--- config.mk ---
export PLATFORM = sky130hd
export DESIGN_NAME = soft_power_button_controller_unit
export DESIGN_NICKNAME = d
export VERILOG_FILES = /design/src/hw/rtl/spbc_pkg.sv /design/src/hw/rtl/soft_power_button_controller_unit.sv /design/src/hw/rtl/spbc_cfg.sv /design/src/hw/rtl/spbc_core.sv
export SDC_FILE = /design/constraint.sdc
export NUM_CORES = 1
export LEC_CHECK = 0
export ABC_AREA = 1
export BUFFER_PORTS_ARGS = -buffer_cell sky130_fd_sc_hd__buf_4
export CORE_MARGIN = 5
export CORE_UTILIZATION = 30
export CTS_CLUSTER_DIAMETER = 120
export DETAILED_ROUTE_END_ITERATION = 8
export GPL_TIMING_DRIVEN = 0
export PLACE_DENSITY = 0.43
export SYNTH_ARGS = -nofsm -noshare
export SYNTH_HDL_FRONTEND = slang
export SYNTH_HIERARCHICAL = 1
export SYNTH_SLANG_ARGS = --single-unit
export TNS_END_PERCENT = 30
--- constraint.sdc ---
create_clock -name clk -period 5 [get_ports clk]
set_input_delay 1.25 -clock clk [delete_from_list [all_inputs] [get_ports clk]]
set_output_delay 1.25 -clock clk [all_outputs]
set_load 0.05 [all_outputs]
--- src/hw/rtl/spbc_pkg.sv ---
// Shared types and constants for the soft power button controller.
`timescale 1ns / 1ps

package spbc_pkg;

  localparam int TIMER_BITS_DEF = 16;

  localparam logic [9:0]  DEBOUNCE_RESET   = 10'd30;
  localparam logic [15:0] LONG_PRESS_RESET = 16'd3000;
  localparam logic [15:0] TIMEOUT_RESET    = 16'd0;
  localparam logic [9:0]  DEB_MAX          = 10'd1023;

  localparam int CFG_INDEX_W = 2;
  localparam int CFG_DATA_W  = 16;

  typedef enum logic [CFG_INDEX_W-1:0] {
    REG_DEBOUNCE   = 2'd0,
    REG_LONG_PRESS = 2'd1,
    REG_TIMEOUT    = 2'd2,
    REG_UNUSED     = 2'd3
  } reg_index_t;

  typedef enum logic [2:0] {
    MODE_BOOT     = 3'd0,
    MODE_WAIT     = 3'd1,
    MODE_WAIT_DEB = 3'd2,
    MODE_RUN      = 3'd3,
    MODE_RELEASE  = 3'd4,
    MODE_OFF      = 3'd5,
    MODE_OFF_DEB  = 3'd6,
    MODE_TIMEOUT  = 3'd7
  } mode_t;

  typedef struct packed {
    logic [9:0]  debounce_ms;
    logic [15:0] shutdown_hold_ms;
    logic [15:0] press_timeout_ms;
  } cfg_t;

  typedef struct packed {
    mode_t mode_now;
    logic  shutdown_event;
    logic  reset_request;
    logic  hold_power;
  } result_t;

endpackage

--- src/hw/rtl/soft_power_button_controller_unit.sv ---
// Top level of the soft power button controller with input and result registers.
//
//   Channel  Direction  Handshake              Contents
//   s_axis   in         tvalid/tready          key sample and elapsed milliseconds
//   m_axis   out        tvalid/tready          hold, reset request, shutdown, mode
//   cfg      in         cfg_wr_en              debounce, long press, press timeout
//
// An item passes through the input register and then the result register. The
// state update for an item happens as it moves from the input register to the
// result register, so one item is taken every cycle unless the output stalls.
// Reset is synchronous and returns the block to boot with the register defaults.
// A stall on the output holds the result register and then the input register;
// s_axis_tready drops only when both hold an item.
`timescale 1ns / 1ps

module soft_power_button_controller_unit
  import spbc_pkg::*;
#(
  parameter int TIMER_BITS = TIMER_BITS_DEF
) (
  input  logic                   clk,
  input  logic                   rst,
  input  logic                   s_axis_tvalid,
  output logic                   s_axis_tready,
  input  logic [15:0]            s_axis_tdata,  // key_pressed, elapsed_ms, zero fill
  output logic                   m_axis_tvalid,
  input  logic                   m_axis_tready,
  output logic [7:0]             m_axis_tdata,  // hold_power, reset_request,
                                                // shutdown_event, mode_now, zero fill
  input  logic                   cfg_wr_en,
  input  logic [CFG_INDEX_W-1:0] cfg_index,
  input  logic [CFG_DATA_W-1:0]  cfg_wdata
);

  cfg_t       cfg;
  result_t    result;
  result_t    out_item;
  logic       in_valid;
  logic       in_key;
  logic [7:0] in_elapsed;
  logic       out_valid;
  logic       out_free;
  logic       advance;

  assign out_free      = !out_valid || m_axis_tready;
  assign advance       = in_valid && out_free;
  assign s_axis_tready = !in_valid || out_free;

  spbc_cfg u_cfg (
    .clk       (clk),
    .rst       (rst),
    .cfg_wr_en (cfg_wr_en),
    .cfg_index (cfg_index),
    .cfg_wdata (cfg_wdata),
    .cfg       (cfg)
  );

  spbc_core #(
    .TIMER_BITS (TIMER_BITS)
  ) u_core (
    .clk         (clk),
    .rst         (rst),
    .step        (advance),
    .key_pressed (in_key),
    .elapsed_ms  (in_elapsed),
    .cfg         (cfg),
    .result      (result)
  );

  always_ff @(posedge clk) begin
    if (rst) begin
      in_valid <= 1'b0;
    end else if (s_axis_tready) begin
      in_valid <= s_axis_tvalid;
    end
  end

  always_ff @(posedge clk) begin
    if (s_axis_tready && s_axis_tvalid) begin
      in_key     <= s_axis_tdata[0];
      in_elapsed <= s_axis_tdata[8:1];
    end
  end

  always_ff @(posedge clk) begin
    if (rst) begin
      out_valid <= 1'b0;
    end else if (out_free) begin
      out_valid <= in_valid;
    end
  end

  always_ff @(posedge clk) begin
    if (advance) begin
      out_item <= result;
    end
  end

  assign m_axis_tvalid = out_valid;
  assign m_axis_tdata  = {2'b00, out_item};

endmodule

--- src/hw/rtl/spbc_cfg.sv ---
// Configuration register file of the soft power button controller.
`timescale 1ns / 1ps

module spbc_cfg
  import spbc_pkg::*;
(
  input  logic                   clk,
  input  logic                   rst,
  input  logic                   cfg_wr_en,
  input  logic [CFG_INDEX_W-1:0] cfg_index,
  input  logic [CFG_DATA_W-1:0]  cfg_wdata,
  output cfg_t                   cfg
);

  always_ff @(posedge clk) begin
    if (rst) begin
      cfg.debounce_ms      <= DEBOUNCE_RESET;
      cfg.shutdown_hold_ms <= LONG_PRESS_RESET;
      cfg.press_timeout_ms <= TIMEOUT_RESET;
    end else if (cfg_wr_en) begin
      case (reg_index_t'(cfg_index))
        REG_DEBOUNCE:   cfg.debounce_ms      <= cfg_wdata[9:0];
        REG_LONG_PRESS: cfg.shutdown_hold_ms <= cfg_wdata;
        REG_TIMEOUT:    cfg.press_timeout_ms <= cfg_wdata;
        default: ;
      endcase
    end
  end

endmodule

--- src/hw/rtl/spbc_core.sv ---
// Mode, timer and latch state with the per-item update logic.
`timescale 1ns / 1ps

module spbc_core
  import spbc_pkg::*;
#(
  parameter int TIMER_BITS = TIMER_BITS_DEF
) (
  input  logic       clk,
  input  logic       rst,
  input  logic       step,
  input  logic       key_pressed,
  input  logic [7:0] elapsed_ms,
  input  cfg_t       cfg,
  output result_t    result
);

  localparam int CMP_W = (TIMER_BITS > 16) ? TIMER_BITS : 16;
  localparam logic [TIMER_BITS-1:0] TIMER_MAX = {TIMER_BITS{1'b1}};

  mode_t                 mode, mode_next;
  logic [9:0]            deb_timer, deb_timer_next;
  logic [TIMER_BITS-1:0] wait_timer, wait_timer_next;
  logic [TIMER_BITS-1:0] press_timer, press_timer_next;
  logic                  release_seen, release_seen_next;
  logic                  hold_level, hold_level_next;

  logic [7:0]            elapsed;
  logic [10:0]           deb_sum;
  logic [9:0]            deb_sat;
  logic                  deb_done;
  logic [TIMER_BITS:0]   wait_sum, press_sum;
  logic [TIMER_BITS-1:0] wait_sat, press_sat;
  logic                  wait_expired, press_long;
  logic                  reset_request, shutdown_event;

  // A sample that claims no time still counts as one millisecond.
  assign elapsed = (elapsed_ms == 8'd0) ? 8'd1 : elapsed_ms;

  assign deb_sum  = {1'b0, deb_timer} + {3'd0, elapsed};
  assign deb_sat  = deb_sum[10] ? DEB_MAX : deb_sum[9:0];
  assign deb_done = deb_sat >= cfg.debounce_ms;

  assign wait_sum  = {1'b0, wait_timer} + (TIMER_BITS+1)'(elapsed);
  assign wait_sat  = wait_sum[TIMER_BITS] ? TIMER_MAX : wait_sum[TIMER_BITS-1:0];
  assign press_sum = {1'b0, press_timer} + (TIMER_BITS+1)'(elapsed);
  assign press_sat = press_sum[TIMER_BITS] ? TIMER_MAX : press_sum[TIMER_BITS-1:0];

  assign wait_expired = CMP_W'(wait_timer) >= CMP_W'(cfg.press_timeout_ms);
  assign press_long   = CMP_W'(press_timer) >= CMP_W'(cfg.shutdown_hold_ms);

  always_comb begin
    mode_next         = mode;
    deb_timer_next    = deb_timer;
    wait_timer_next   = wait_timer;
    press_timer_next  = press_timer;
    release_seen_next = release_seen;
    hold_level_next   = hold_level;
    reset_request     = 1'b0;
    shutdown_event    = 1'b0;
    case (mode)
      MODE_BOOT: begin
        deb_timer_next = deb_sat;
        if (deb_done) begin
          deb_timer_next = 10'd0;
          if (key_pressed) begin
            hold_level_next = 1'b1;
            mode_next       = MODE_RUN;
          end else begin
            hold_level_next = 1'b0;
            wait_timer_next = '0;
            mode_next       = MODE_WAIT;
          end
        end
      end
      MODE_WAIT: begin
        if (key_pressed) begin
          deb_timer_next = 10'd0;
          mode_next      = MODE_WAIT_DEB;
        end else if (cfg.press_timeout_ms != 16'd0 && wait_expired) begin
          hold_level_next = 1'b0;
          mode_next       = MODE_TIMEOUT;
        end else if (cfg.press_timeout_ms != 16'd0) begin
          wait_timer_next = wait_sat;
        end
      end
      MODE_WAIT_DEB: begin
        deb_timer_next = deb_sat;
        if (deb_done) begin
          deb_timer_next = 10'd0;
          if (key_pressed) begin
            hold_level_next = 1'b1;
            mode_next       = MODE_RUN;
          end else begin
            mode_next = MODE_WAIT;
          end
        end
      end
      MODE_RUN: begin
        if (!key_pressed) begin
          release_seen_next = 1'b1;
          press_timer_next  = '0;
        end else if (release_seen) begin
          if (press_long) begin
            hold_level_next = 1'b0;
            shutdown_event  = 1'b1;
            mode_next       = MODE_RELEASE;
          end else begin
            press_timer_next = press_sat;
          end
        end
      end
      MODE_RELEASE: begin
        if (!key_pressed) begin
          mode_next = MODE_OFF;
        end
      end
      MODE_OFF: begin
        if (key_pressed) begin
          deb_timer_next = 10'd0;
          mode_next      = MODE_OFF_DEB;
        end
      end
      MODE_OFF_DEB: begin
        deb_timer_next = deb_sat;
        if (deb_done) begin
          deb_timer_next = 10'd0;
          if (key_pressed) begin
            hold_level_next   = 1'b1;
            reset_request     = 1'b1;
            wait_timer_next   = '0;
            press_timer_next  = '0;
            release_seen_next = 1'b0;
            mode_next         = MODE_BOOT;
          end else begin
            mode_next = MODE_OFF;
          end
        end
      end
      default: begin
        hold_level_next = 1'b0;
        mode_next       = MODE_TIMEOUT;
      end
    endcase
  end

  always_ff @(posedge clk) begin
    if (rst) begin
      mode         <= MODE_BOOT;
      deb_timer    <= 10'd0;
      wait_timer   <= '0;
      press_timer  <= '0;
      release_seen <= 1'b0;
      hold_level   <= 1'b0;
    end else if (step) begin
      mode         <= mode_next;
      deb_timer    <= deb_timer_next;
      wait_timer   <= wait_timer_next;
      press_timer  <= press_timer_next;
      release_seen <= release_seen_next;
      hold_level   <= hold_level_next;
    end
  end

  assign result.hold_power     = hold_level_next;
  assign result.reset_request  = reset_request;
  assign result.shutdown_event = shutdown_event;
  assign result.mode_now       = mode_next;

endmodule
==> metrics.md, run 1 <==
| Metric | Value |
|---|---|
| Worst Path Arrival | `4880 ps` |
| Footprint of the flip-flops and latches | `0.00227 sq mm` |
| Sum of internal, switching and leakage power | `2.22 mW` |
| DRC viols | `0` |
| Fin nets | `1264` |
| Clock Path Buffers | `2` |
| Multi-input combinational cell area | `between 0.004 and 0.005 sq mm` |
| Ratio of cells with drive above 1 in the final layout | `12.8%` |
| Per-cell routed wire length | `14.2 um` |
| Number of clock buffers inserted by TritonCTS | `9` |
| Routed vias | `6644` |
| Area fraction of the dominant cell type after synthesis | `roughly a quarter` |
| Remaining global-route overflow | `0` |
| First drt pass iteration count | `5` |
| Post-synth top cells | `sky130_fd_sc_hd__nand2_1, sky130_fd_sc_hd__inv_1, sky130_fd_sc_hd__nor2_1` |
| Setup crit start kind | `register` |
| Most used standard cell by instance count after synthesis | `sky130_fd_sc_hd__nand2_1` |
| First-pass GRT wire length | `34.0 mm` |
| RSZ-0062 raised after global routing | `no` |
| Filler cells | `2706` |
| Endpoint kind of the worst setup timing path | `register` |
| Count of antenna-violating nets left after detailed routing | `0` |
| Number of slew-limit violations in the final report | `0` |
| Total count of hold-check failures in the final report | `0` |
| Relative max-transition margin | `42.8%` |
| Area growth from synthesis to layout | `15.0%` |
| Largest net degree at the start of global routing | `20` |
| Type of the most critical hold path | `register to register` |
| Share of flip-flops with an asynchronous set or reset | `0%` |
| Final worst path period share | `91.8%` |
| Transition at the pin with the smallest max-transition slack | `858 ps` |
| Req. time, crit path | `5290 ps` |
| Final critical path time including I/O delays and setup | `4590 ps` |
| Post-Synthesis Mean Instance Area | `6.76 sq um` |
| Worst IR Drop VDD | `0.000146 V` |
| Max-cap viol count | `0` |
| Count of input and output buffers | `39` |
| Initial antenna violation count | `0` |
| Count of state elements after synthesis | `106` |
| Netlist area before placement | `0.00743 sq mm` |
| Starting DRC count in detailed routing | `approximately 260` |
| Worst-path cell with the longest stage delay | `sky130_fd_sc_hd__nor2_1` |
| Overall routed net length | `21.1 mm` |
| Largest stage delay on the critical path | `660 ps` |
| Maximum clock rate | `218 MHz` |
| Hold buffers post-CTS | `0` |
| Max Fanout on Critical Path | `10` |
| Met3 track demand over resource in global routing | `2.69%` |
| Placeable core region | `0.0244 sq mm` |
| Library cell occupying the most area in the post-synthesis netlist | `sky130_fd_sc_hd__dfxtp_1` |
| Buffer cell driving the clock tree root | `sky130_fd_sc_hd__clkbuf_16` |
| CTS Sinks | `roughly 110` |
| Most common flop cell mapped by yosys | `sky130_fd_sc_hd__dfxtp_1` |
| Post-synthesis cell count | `1099` |
| DR vias/cell | `approximately 4.5` |
| Leading post-synthesis cells by cell area | `sky130_fd_sc_hd__dfxtp_1, sky130_fd_sc_hd__nand2_1, sky130_fd_sc_hd__ha_1` |
| Max Clock Skew | `approximately 14 ps` |
| Die Y | `167 um` |
| Number of primary I/O pins | `49` |
| Synth warnings | `6` |
| Most used routing layer in global routing | `met2` |
| Cell-by-cell trace of the critical path | `nor4_1 > a31o_2 > ha_1 > inv_1 > fa_1 > nand3b_1 > nand2_1 > nand4_1 > nand3_1 > nand3_2 > nand3_1 > ha_1 > a21o_1 > nor2_1 > nand3_4 > nor2_1 > nand2_1 > a21oi_1` |
| Aggregate global-route resource usage | `15.1%` |
| Clk pin slew, worst setup/hold paths | `90 ps` |
| Clock latency of the later-clocked register in the worst-skew pair | `~370 ps` |
| Final weighted congestion of routability-driven global placement | `between 0.7 and 0.8` |
| Static leakage | `between 4 and 5 nW` |
| Detail Placement HPWL | `16.6 mm` |
| Floorplan row count | `57` |
| Number of H-tree levels | `3` |
| Die span in x | `167 um` |
| GR Util met1 | `21.3%` |
| Final sum of negative setup slack | `0 ps` |
| Antenna fix cells | `0` |
| Status | `completed` |
| Power density of the placed cells | `260 mW/mm^2` |
| Worst setup path category | `register to register` |
| Number of synthesized flops with an enable pin | `15` |
| CTS tree | `done` |
| Proportion of synthesized chip area in sequential cells | `30.6%` |
| Full die area | `0.0280 sq mm` |
| Via count of the first global-routing pass | `6315` |
| Initial standard-cell utilization of the core | `30.5%` |
| Count of unique library cells instantiated by Yosys | `41` |
| Final setup viols | `0` |
| Met2 GRT Util | `24.7%` |
## worst max-delay path, delay by kind of cell, from the launching register on
kind | cells | cell delay [ps]
flip-flops | 1 | 420
AND/OR/NAND/NOR | 11 | 2460
buffers and inverters | 1 | 70
AO/OA/AOI/OAI | 3 | 640
adder cells (fa/ha/maj) | 3 | 920
## power by group
part	internal [mW]	switching, mW
Clock	0.502	0.379
Combinational	0.143	0.271
Sequential	0.901	0.0238
## timing repair
item,4_1_cts,5_1_grt
resized for setup,1,1
endpoints found under the setup margin,14,36
setup buffers,0,6
## per-stage QoR
step / setup WS [ps] / util, % / area, sq um / cells / hold WS (ps)
floorplan: 1160 / - / 7440 / 1100 / 429
global placement: 50.1 / 33.4 / 8140 / 1463 / 447
detailed placement: 26.5 / 33.4 / 8140 / 1463 / 447
CTS: 114 / 34.9 / 8500 / 1479 / 469
global route: 4.38 / 35.0 / 8550 / 1485 / 493
finish: 411 / 35.0 / 8550 / 1485 / 468
## cells in the final DEF, fill, tap and decap left out, types with 3 or more instances in the layout
cell type,synthesis,layout
sky130_fd_sc_hd__nand3_4,4,4
sky130_fd_sc_hd__or2_2,5,5
sky130_fd_sc_hd__o21bai_1,3,3
sky130_fd_sc_hd__buf_2,7,7
sky130_fd_sc_hd__a21oi_1,91,91
sky130_fd_sc_hd__buf_4,9,54
sky130_fd_sc_hd__clkbuf_1,15,15
sky130_fd_sc_hd__inv_2,5,6
sky130_fd_sc_hd__ha_1,66,66
sky130_fd_sc_hd__bufinv_16,0,3
sky130_fd_sc_hd__inv_1,163,162
sky130_fd_sc_hd__xor2_1,8,8
sky130_fd_sc_hd__edfxtp_1,15,15
sky130_fd_sc_hd__a21o_1,3,3
sky130_fd_sc_hd__buf_6,4,4
sky130_fd_sc_hd__clkbuf_16,0,9
sky130_fd_sc_hd__a21oi_2,11,11
sky130_fd_sc_hd__nor2_4,3,3
sky130_fd_sc_hd__nand2_1,298,298
sky130_fd_sc_hd__nor2_2,3,3
sky130_fd_sc_hd__nand2_4,3,3
sky130_fd_sc_hd__nand2_2,23,23
sky130_fd_sc_hd__nand3_2,3,4
sky130_fd_sc_hd__fa_1,3,3
sky130_fd_sc_hd__nor3_1,8,8
sky130_fd_sc_hd__nand3b_1,3,3
sky130_fd_sc_hd__xnor2_1,8,8
sky130_fd_sc_hd__nor2_1,106,106
sky130_fd_sc_hd__o21ai_0,21,21
sky130_fd_sc_hd__nand4_1,23,23
sky130_fd_sc_hd__dfxtp_1,91,91
sky130_fd_sc_hd__nand3_1,80,79
## sequential cells by signal, summed over array words and instances (netlist names)
signal and cells:
u_core/release_seen 1, u_core/deb_timer 10, in_key 1, m_axis_tvalid 1, in_valid 1, u_cfg/cfg 42
m_axis_tdata 6, u_core/wait_timer 16, u_core/mode 3, u_core/press_timer 16, in_elapsed 8, u_core/hold_level 1
## layer usage
metal	wire, um	part of all wire, %	up-vias
li1	-	-	3601
met1	10700	51	2973
met2	9760	46	62
met3	507	2.4	8
met4	144	0.68	0
met5	0	0	-
## cell families after synthesis
kind of cell | count (synthesis) | synth area share [%]
AO/OA/AOI/OAI | 134 | 10.0
XOR/XNOR | 16 | 1.89
adder cells (fa/ha/maj) | 69 | 11.9
buffers and inverters | 207 | 11.6
flip-flops | 106 | 30.6
other | 1 | 0.0504
AND/OR/NAND/NOR | 566 | 34.0
## layout make-up
type | count | area share [%]
multi-input cells | 787 | 50.4
flip-flops and latches | 106 | 26.6
inverters | 171 | 7.53
well taps | 324 | 4.74
repair buffers | 45 | 3.95
clock buffers | 9 | 2.64
plain buffers | 36 | 2.56
clock inverters | 7 | 1.58
## path summary, 6_finish.rpt
path | from | endpoint | slack [ps] | cells after the start
min | u_cfg/cfg[36] | u_cfg/cfg[36] | 470 | 2
max reg2reg | in_elapsed[5] | u_core/deb_timer[5] | 410 | 18
min reg2reg | u_cfg/cfg[36] | u_cfg/cfg[36] | 470 | 2
max | in_elapsed[5] | u_core/deb_timer[5] | 410 | 18
No activity file was read; power rests on OpenSTA's default activity.
==> inputs of run 2 (changes only) <==
CORE_MARGIN = unset   (was 5)
==> metrics.md, run 2 (synthesized netlist as in run 1, its figures left out) <==
| Metric | Value |
|---|---|
| Per-cell routed wire length | `14.2 um` |
| Number of slew-limit violations in the final report | `0` |
| Worst Path Arrival | `4890 ps` |
| Net switching power figure | `0.679 mW` |
| Starting DRC count in detailed routing | `316` |
| Number of primary I/O pins | `49` |
| First drt pass iteration count | `5` |
| Count of non-filler cells in the finished layout | `1481` |
| Most prevalent standard cell on the critical path | `sky130_fd_sc_hd__nand2_1` |
| Final worst path period share | `93.8%` |
| Max-cap viol count | `0` |
| Register bank with the most flops | `u_cfg/cfg` |
| Relative max-transition margin | `between 30% and 40%` |
| Status | `completed` |
| CTS tree | `done` |
| Placeable core region | `0.0243 sq mm` |
| Fin nets | `1260` |
| Maximum clock rate | `213 MHz` |
| Final setup viols | `0` |
| Sum of internal, switching and leakage power | `2.07 mW` |
| Req. time, crit path | `between 5000 and 6000 ps` |
| Max Clock Skew | `12.4 ps` |
| Origin of the worst setup path | `in_elapsed[6]` |
| DRC viols | `0` |
| Via count of the first global-routing pass | `6258` |
| Detail Placement HPWL | `approximately 16 mm` |
| Floorplan row count | `57` |
| Sequential share of power | `around 45%` |
| DR vias/cell | `roughly 4.5` |
| Max Fanout on Critical Path | `10` |
| Fraction of power spent switching nets | `32.8%` |
| Number of cells in the design after placement | `1463` |
| Aggregate global-route resource usage | `17.0%` |
| Count of antenna-violating nets left after detailed routing | `0` |
| Cell internal pwr | `1.39 mW` |
| Critical path buffers and inverters | `3` |
| Final sum of negative setup slack | `0 ps` |
| Endpoint kind of the worst setup timing path | `register` |
| Power density of the placed cells | `between 200 and 250 mW/mm^2` |
| Combinational Power Share | `about a fifth` |
| Filler cells | `2724` |
| Final weighted congestion of routability-driven global placement | `0.836` |
| CTS Sinks | `106` |
| Largest register FFs | `42` |
| Number of clock buffers inserted by TritonCTS | `9` |
| Worst-path cell with the longest stage delay | `sky130_fd_sc_hd__edfxtp_1` |
| Total count of hold-check failures in the final report | `0` |
| Cell-by-cell trace of the critical path | `nor4_1 > a31o_2 > ha_1 > inv_1 > fa_1 > nand3b_1 > nand2_1 > nand4_1 > nand3_1 > nand3_2 > nand3_1 > ha_1 > a21o_1 > nor2_1 > nand3_4 > inv_1 > nand2_1 > nand2_1 > nor2_4 > nand2_4 > clkinv_2 > nand2_1 > a21oi_1` |
| Setup crit start kind | `register` |
| Initial antenna violation count | `0` |
| Area growth from synthesis to layout | `13.6%` |
| Buffer cell driving the clock tree root | `sky130_fd_sc_hd__clkbuf_16` |
| Initial standard-cell utilization of the core | `30.6%` |
| Most common cell after layout, fill and taps aside | `sky130_fd_sc_hd__nand2_1` |
| Remaining global-route overflow | `0` |
| Final critical path time including I/O delays and setup | `4690 ps` |
| Largest net degree at the start of global routing | `20` |
| Number of H-tree levels | `3` |
| Clock Path Buffers | `2` |
| Largest stage delay on the critical path | `550 ps` |
| Type of the most critical hold path | `register to register` |
| Cell family with most CP delay | `simple AND/OR/NAND/NOR gates` |
| Ratio of cells with drive above 1 in the final layout | `approximately an eighth` |
| Hold buffers post-CTS | `0` |
| Relative contribution of the clock network to total power | `35.3%` |
| Die span in x | `159 um` |
| First-pass GRT wire length | `33.6 mm` |
| Antenna fix cells | `0` |
| Die Y | `159 um` |
| Transition at the pin with the smallest max-transition slack | `slightly above 900 ps` |
| Clk pin slew, worst setup/hold paths | `80 ps` |
| Hold_sp | `u_cfg/cfg[35]` |
| Worst setup path category | `register to register` |
| Count of input and output buffers | `39` |
| Static leakage | `4.12 nW` |
| Routed vias | `6724` |
| Crit Reg-Reg Startpoint | `in_elapsed[6]` |
| Clock latency of the later-clocked register in the worst-skew pair | `360 ps` |
| Full die area | `0.0254 sq mm` |
| Registers with the highest flip-flop counts | `u_cfg/cfg (42), u_core/press_timer (16), u_core/wait_timer (16)` |
| Overall routed net length | `21.1 mm` |
| Worst IR Drop VDD | `0.000142 V` |
| Commonest non-fill, non-tap cells in the layout | `sky130_fd_sc_hd__nand2_1, sky130_fd_sc_hd__inv_1, sky130_fd_sc_hd__nor2_1, sky130_fd_sc_hd__a21oi_1, sky130_fd_sc_hd__dfxtp_1` |
run 2: cell types whose count changed in the layout (fill, tap and decap cells not counted), sizes merged:
cell      delta
buf          -4
bufinv       -3
clkinv       +2
clkinvlp     +1
run 2: power by group through the flow:
stage / Combinational [mW] / Clock, mW / Sequential [mW]
final: 0.412 / 0.730 / 0.928
after global routing: 0.469 / 0.789 / 0.933
after CTS: 0.414 / 0.763 / 0.929
after detailed placement: 0.412 / 0 / 0.949
after global placement: 0.413 / 0 / 0.949
after floorplan: 0.275 / 0 / 0.954
run 2: final timing paths:
path | to | slack (ps) | cells past startpoint
setup / recovery | u_core/wait_timer[5] | 310 | 23
hold reg to reg | u_cfg/cfg[35] | 470 | 2
hold / removal | u_cfg/cfg[35] | 470 | 2
setup reg to reg | u_core/wait_timer[5] | 310 | 23
run 2: area by class of cell:
| class | instances | area (sq um) | share of cell area [%] |
|---|---|---|---|
| Clock inverter | 7 | 62.6 | 0.741 |
| Multi-Input combinational cell | 787 | 4310 | 51.0 |
| Inverter | 171 | 643 | 7.62 |
| Tap cell | 324 | 405 | 4.80 |
| Buffer | 36 | 219 | 2.59 |
| Sequential cell | 106 | 2270 | 26.9 |
| Clock buffer | 9 | 225 | 2.67 |
| Timing Repair Buffer | 41 | 308 | 3.65 |
run 2: tightest hold or removal path, cell delays in order, from the launching register on:
cell	delay (ps)
sky130_fd_sc_hd__dfxtp_1	330
sky130_fd_sc_hd__nand2_1	60
sky130_fd_sc_hd__nand3_1	50
run 2: per-layer routing:
| metal | track usage, % | wire length, um | up-vias |
|---|---|---|---|
| met5 | 0 | 0 | - |
| li1 | - | - | 3588 |
| met3 | 1.56 | 395 | 17 |
| met4 | 5.77 | 366 | 0 |
| met1 | 24.3 | 11000 | 3055 |
| met2 | 26.7 | 9340 | 64 |
run 2: per-stage QoR:
step                      hold slack [ps]  setup WS, ps  instance area, sq um  util, %
after floorplan                       429          1160                  7440        -
after global placement                444          59.4                  8140     33.5
after detailed placement              451          45.6                  8140     33.5
after CTS                             471          14.3                  8420     34.6
after global routing                  495         -26.2                  8440     34.7
final                                 469           309                  8440     34.7
run 2: what timing repair did:
item                       4_1_cts  5_1_grt
buffers inserted                 0        2
resized for setup                0        1
setup endpoints to repair        0       36
==> inputs of run 3 (changes only) <==
--- a/config.mk
+++ b/config.mk
@@ -9,4 +9,5 @@
 export BUFFER_PORTS_ARGS = -buffer_cell sky130_fd_sc_hd__buf_4
 export CORE_UTILIZATION = 30
+export CTS_BUF_LIST = sky130_fd_sc_hd__clkbuf_2
 export CTS_CLUSTER_DIAMETER = 120
 export DETAILED_ROUTE_END_ITERATION = 8
==> constraint.sdc (replaced) <==
create_clock -name clk -period 4.7 [get_ports clk]
set_input_delay 1.175 -clock clk [delete_from_list [all_inputs] [get_ports clk]]
set_output_delay 1.175 -clock clk [all_outputs]
set_load 0.02 [all_outputs]
==> metrics.md, run 3 (synthesized netlist as in run 1, its figures left out) <==
| Metric | Value |
|---|---|
| Setup crit start kind | `register` |
| Largest register FFs | `42` |
| Ratio of cells with drive above 1 in the final layout | `13.2%` |
| Via count of the first global-routing pass | `6255` |
| Final design utilization | `34.3%` |
| Fin nets | `1267` |
| Count of non-filler cells in the finished layout | `1489` |
| Floorplan row count | `57` |
| Count of input and output buffers | `39` |
| Number of H-tree levels | `3` |
| Number of primary I/O pins | `49` |
| Most common cell after layout, fill and taps aside | `sky130_fd_sc_hd__nand2_1` |
| First drt pass iteration count | `5` |
| Number of cells in the design after placement | `~1500` |
| Hold buffers post-CTS | `0` |
| Die span in x | `159 um` |
| Worst IR Drop VDD | `0.000108 V` |
| Placeable core region | `0.0243 sq mm` |
| Relative max-transition margin | `37.7%` |
| Initial antenna violation count | `1` |
| Area growth from synthesis to layout | `12.3%` |
| Static leakage | `a little over 4 nW` |
| Clock latency of the later-clocked register in the worst-skew pair | `640 ps` |
| Per-cell routed wire length | `14.2 um` |
| Number of slew-limit violations in the final report | `0` |
| Max Clock Skew | `29.4 ps` |
| Overall routed net length | `21.1 mm` |
| Worst setup path category | `register to register` |
| Filler cells | `between 2000 and 3000` |
| Remaining global-route overflow | `0` |
| Transition at the pin with the smallest max-transition slack | `934 ps` |
| Final setup viols | `0` |
| Status | `completed` |
| Clk pin slew, worst setup/hold paths | `340 ps` |
| Register bank with the most flops | `u_cfg/cfg` |
| Total count of hold-check failures in the final report | `0` |
| Final worst path period share | `between 90% and 100%` |
| Clock Path Buffers | `2` |
| Endpoint kind of the worst setup timing path | `register` |
| Die Y | `159 um` |
| Detail Placement HPWL | `approximately 16 mm` |
| Buffer cell driving the clock tree root | `sky130_fd_sc_hd__clkbuf_2` |
| Final critical path time including I/O delays and setup | `4350 ps` |
| DR vias/cell | `4.53` |
| Max-cap viol count | `0` |
| CTS tree | `done` |
| Power density of the placed cells | `roughly 230 mW/mm^2` |
| DRC viols | `0` |
| Full die area | `0.0254 sq mm` |
| Worst Path Arrival | `around 5000 ps` |
| Sum of internal, switching and leakage power | `around 1.9 mW` |
| Initial standard-cell utilization of the core | `30.6%` |
| Starting DRC count in detailed routing | `306` |
| Final weighted congestion of routability-driven global placement | `roughly 0.84` |
| CTS Sinks | `approximately 110` |
| Maximum clock rate | `roughly 230 MHz` |
| Registers with the highest flip-flop counts | `u_cfg/cfg (42), u_core/press_timer (16), u_core/wait_timer (16)` |
| Count of antenna-violating nets left after detailed routing | `0` |
| Largest net degree at the start of global routing | `20` |
| Type of the most critical hold path | `register to register` |
| Commonest non-fill, non-tap cells in the layout | `sky130_fd_sc_hd__nand2_1, sky130_fd_sc_hd__inv_1, sky130_fd_sc_hd__nor2_1, sky130_fd_sc_hd__a21oi_1, sky130_fd_sc_hd__dfxtp_1` |
| Number of clock buffers inserted by TritonCTS | `9` |
| First-pass GRT wire length | `33.6 mm` |
| Aggregate global-route resource usage | `16.9%` |
| Req. time, crit path | `5230 ps` |
| Max Fanout on Critical Path | `10` |
| Routed vias | `6745` |
-- run 3: changes by cell type in the layout (fill, tap and decap cells not counted), moves of 2 or more --
| cell | change |
|---|---|
| sky130_fd_sc_hd__nand3_1 | -2 |
| sky130_fd_sc_hd__clkbuf_16 | -9 |
| sky130_fd_sc_hd__clkbuf_2 | +9 |
| sky130_fd_sc_hd__buf_4 | +6 |
-- run 3: layout make-up --
| type | count | area, sq um | share of cell area (%) |
|---|---|---|---|
| multi-input cells | 787 | 4330 | 51.9 |
| clock inverters | 7 | 62.6 | 0.750 |
| repair buffers | 48 | 360 | 4.32 |
| well taps | 324 | 405 | 4.86 |
| flip-flops and latches | 106 | 2270 | 27.2 |
| clock buffers | 9 | 45.0 | 0.540 |
| plain buffers | 36 | 223 | 2.67 |
| diodes | 1 | 2.50 | 0.0300 |
| inverters | 171 | 644 | 7.72 |
-- run 3: worst max-delay path: stages (launching register included) --
cell and delay [ps]:
sky130_fd_sc_hd__edfxtp_1 480, sky130_fd_sc_hd__nor4_1 310, sky130_fd_sc_hd__a31o_2 270, sky130_fd_sc_hd__ha_2 230, sky130_fd_sc_hd__inv_1 60, sky130_fd_sc_hd__fa_1 400
sky130_fd_sc_hd__nand3b_1 170, sky130_fd_sc_hd__nand2_1 140, sky130_fd_sc_hd__a21oi_1 90, sky130_fd_sc_hd__o21ai_1 140, sky130_fd_sc_hd__xor2_1 150, sky130_fd_sc_hd__nand2_1 140
sky130_fd_sc_hd__ha_1 300, sky130_fd_sc_hd__nand2_1 50, sky130_fd_sc_hd__nor2_2 110, sky130_fd_sc_hd__nand2_1 100, sky130_fd_sc_hd__nand3_4 170, sky130_fd_sc_hd__nand2_4 80
sky130_fd_sc_hd__nand2_4 100, sky130_fd_sc_hd__nand3_4 80, sky130_fd_sc_hd__or2_1 250, sky130_fd_sc_hd__buf_6 140, sky130_fd_sc_hd__buf_8 150, sky130_fd_sc_hd__nand2_2 60
sky130_fd_sc_hd__a21oi_2 50
-- run 3: through the flow --
stage,hold WS (ps),cell area (sq um),setup WS (ps),setup TNS [ps]
after global placement,444,8140,-241,-7220
after detailed placement,451,8140,-254,-7070
after CTS,491,8270,25.6,0
after global routing,508,8350,-6.28,-6.28
after floorplan,429,7440,858,0
final,491,8350,347,0
-- run 3: where the power goes --
group / switching [mW] / total [mW] / internal, mW
sequential: 0.0263 / 0.991 / 0.964
clock: 0.370 / 0.453 / 0.0834
combinational: 0.280 / 0.437 / 0.156
-- run 3: repair_timing --
item / 4_1_cts / 5_1_grt
pin swaps: 0 / 3
gates cloned: 0 / 0
endpoints found under the setup margin: 43 / 36
setup buffers: 3 / 6
gates resized for setup: 1 / 8
-- run 3: worst paths after layout --
path                            start               endpoint  depth (start not counted)  slack [ps]
hold / removal    u_core/deb_timer[0]    u_core/deb_timer[0]                          2         490
hold reg to reg   u_core/deb_timer[0]    u_core/deb_timer[0]                          2         490
setup reg to reg        in_elapsed[5]  u_core/press_timer[6]                         24         350
setup / recovery        in_elapsed[5]  u_core/press_timer[6]                         24         350
-- run 3: metal layers --
layer	up-vias	track usage, %	wire, um
met5	-	0	0
met4	0	4.28	277
met3	10	1.95	577
met2	80	27.0	9350
met1	3047	24.1	10900
li1	3608	-	-
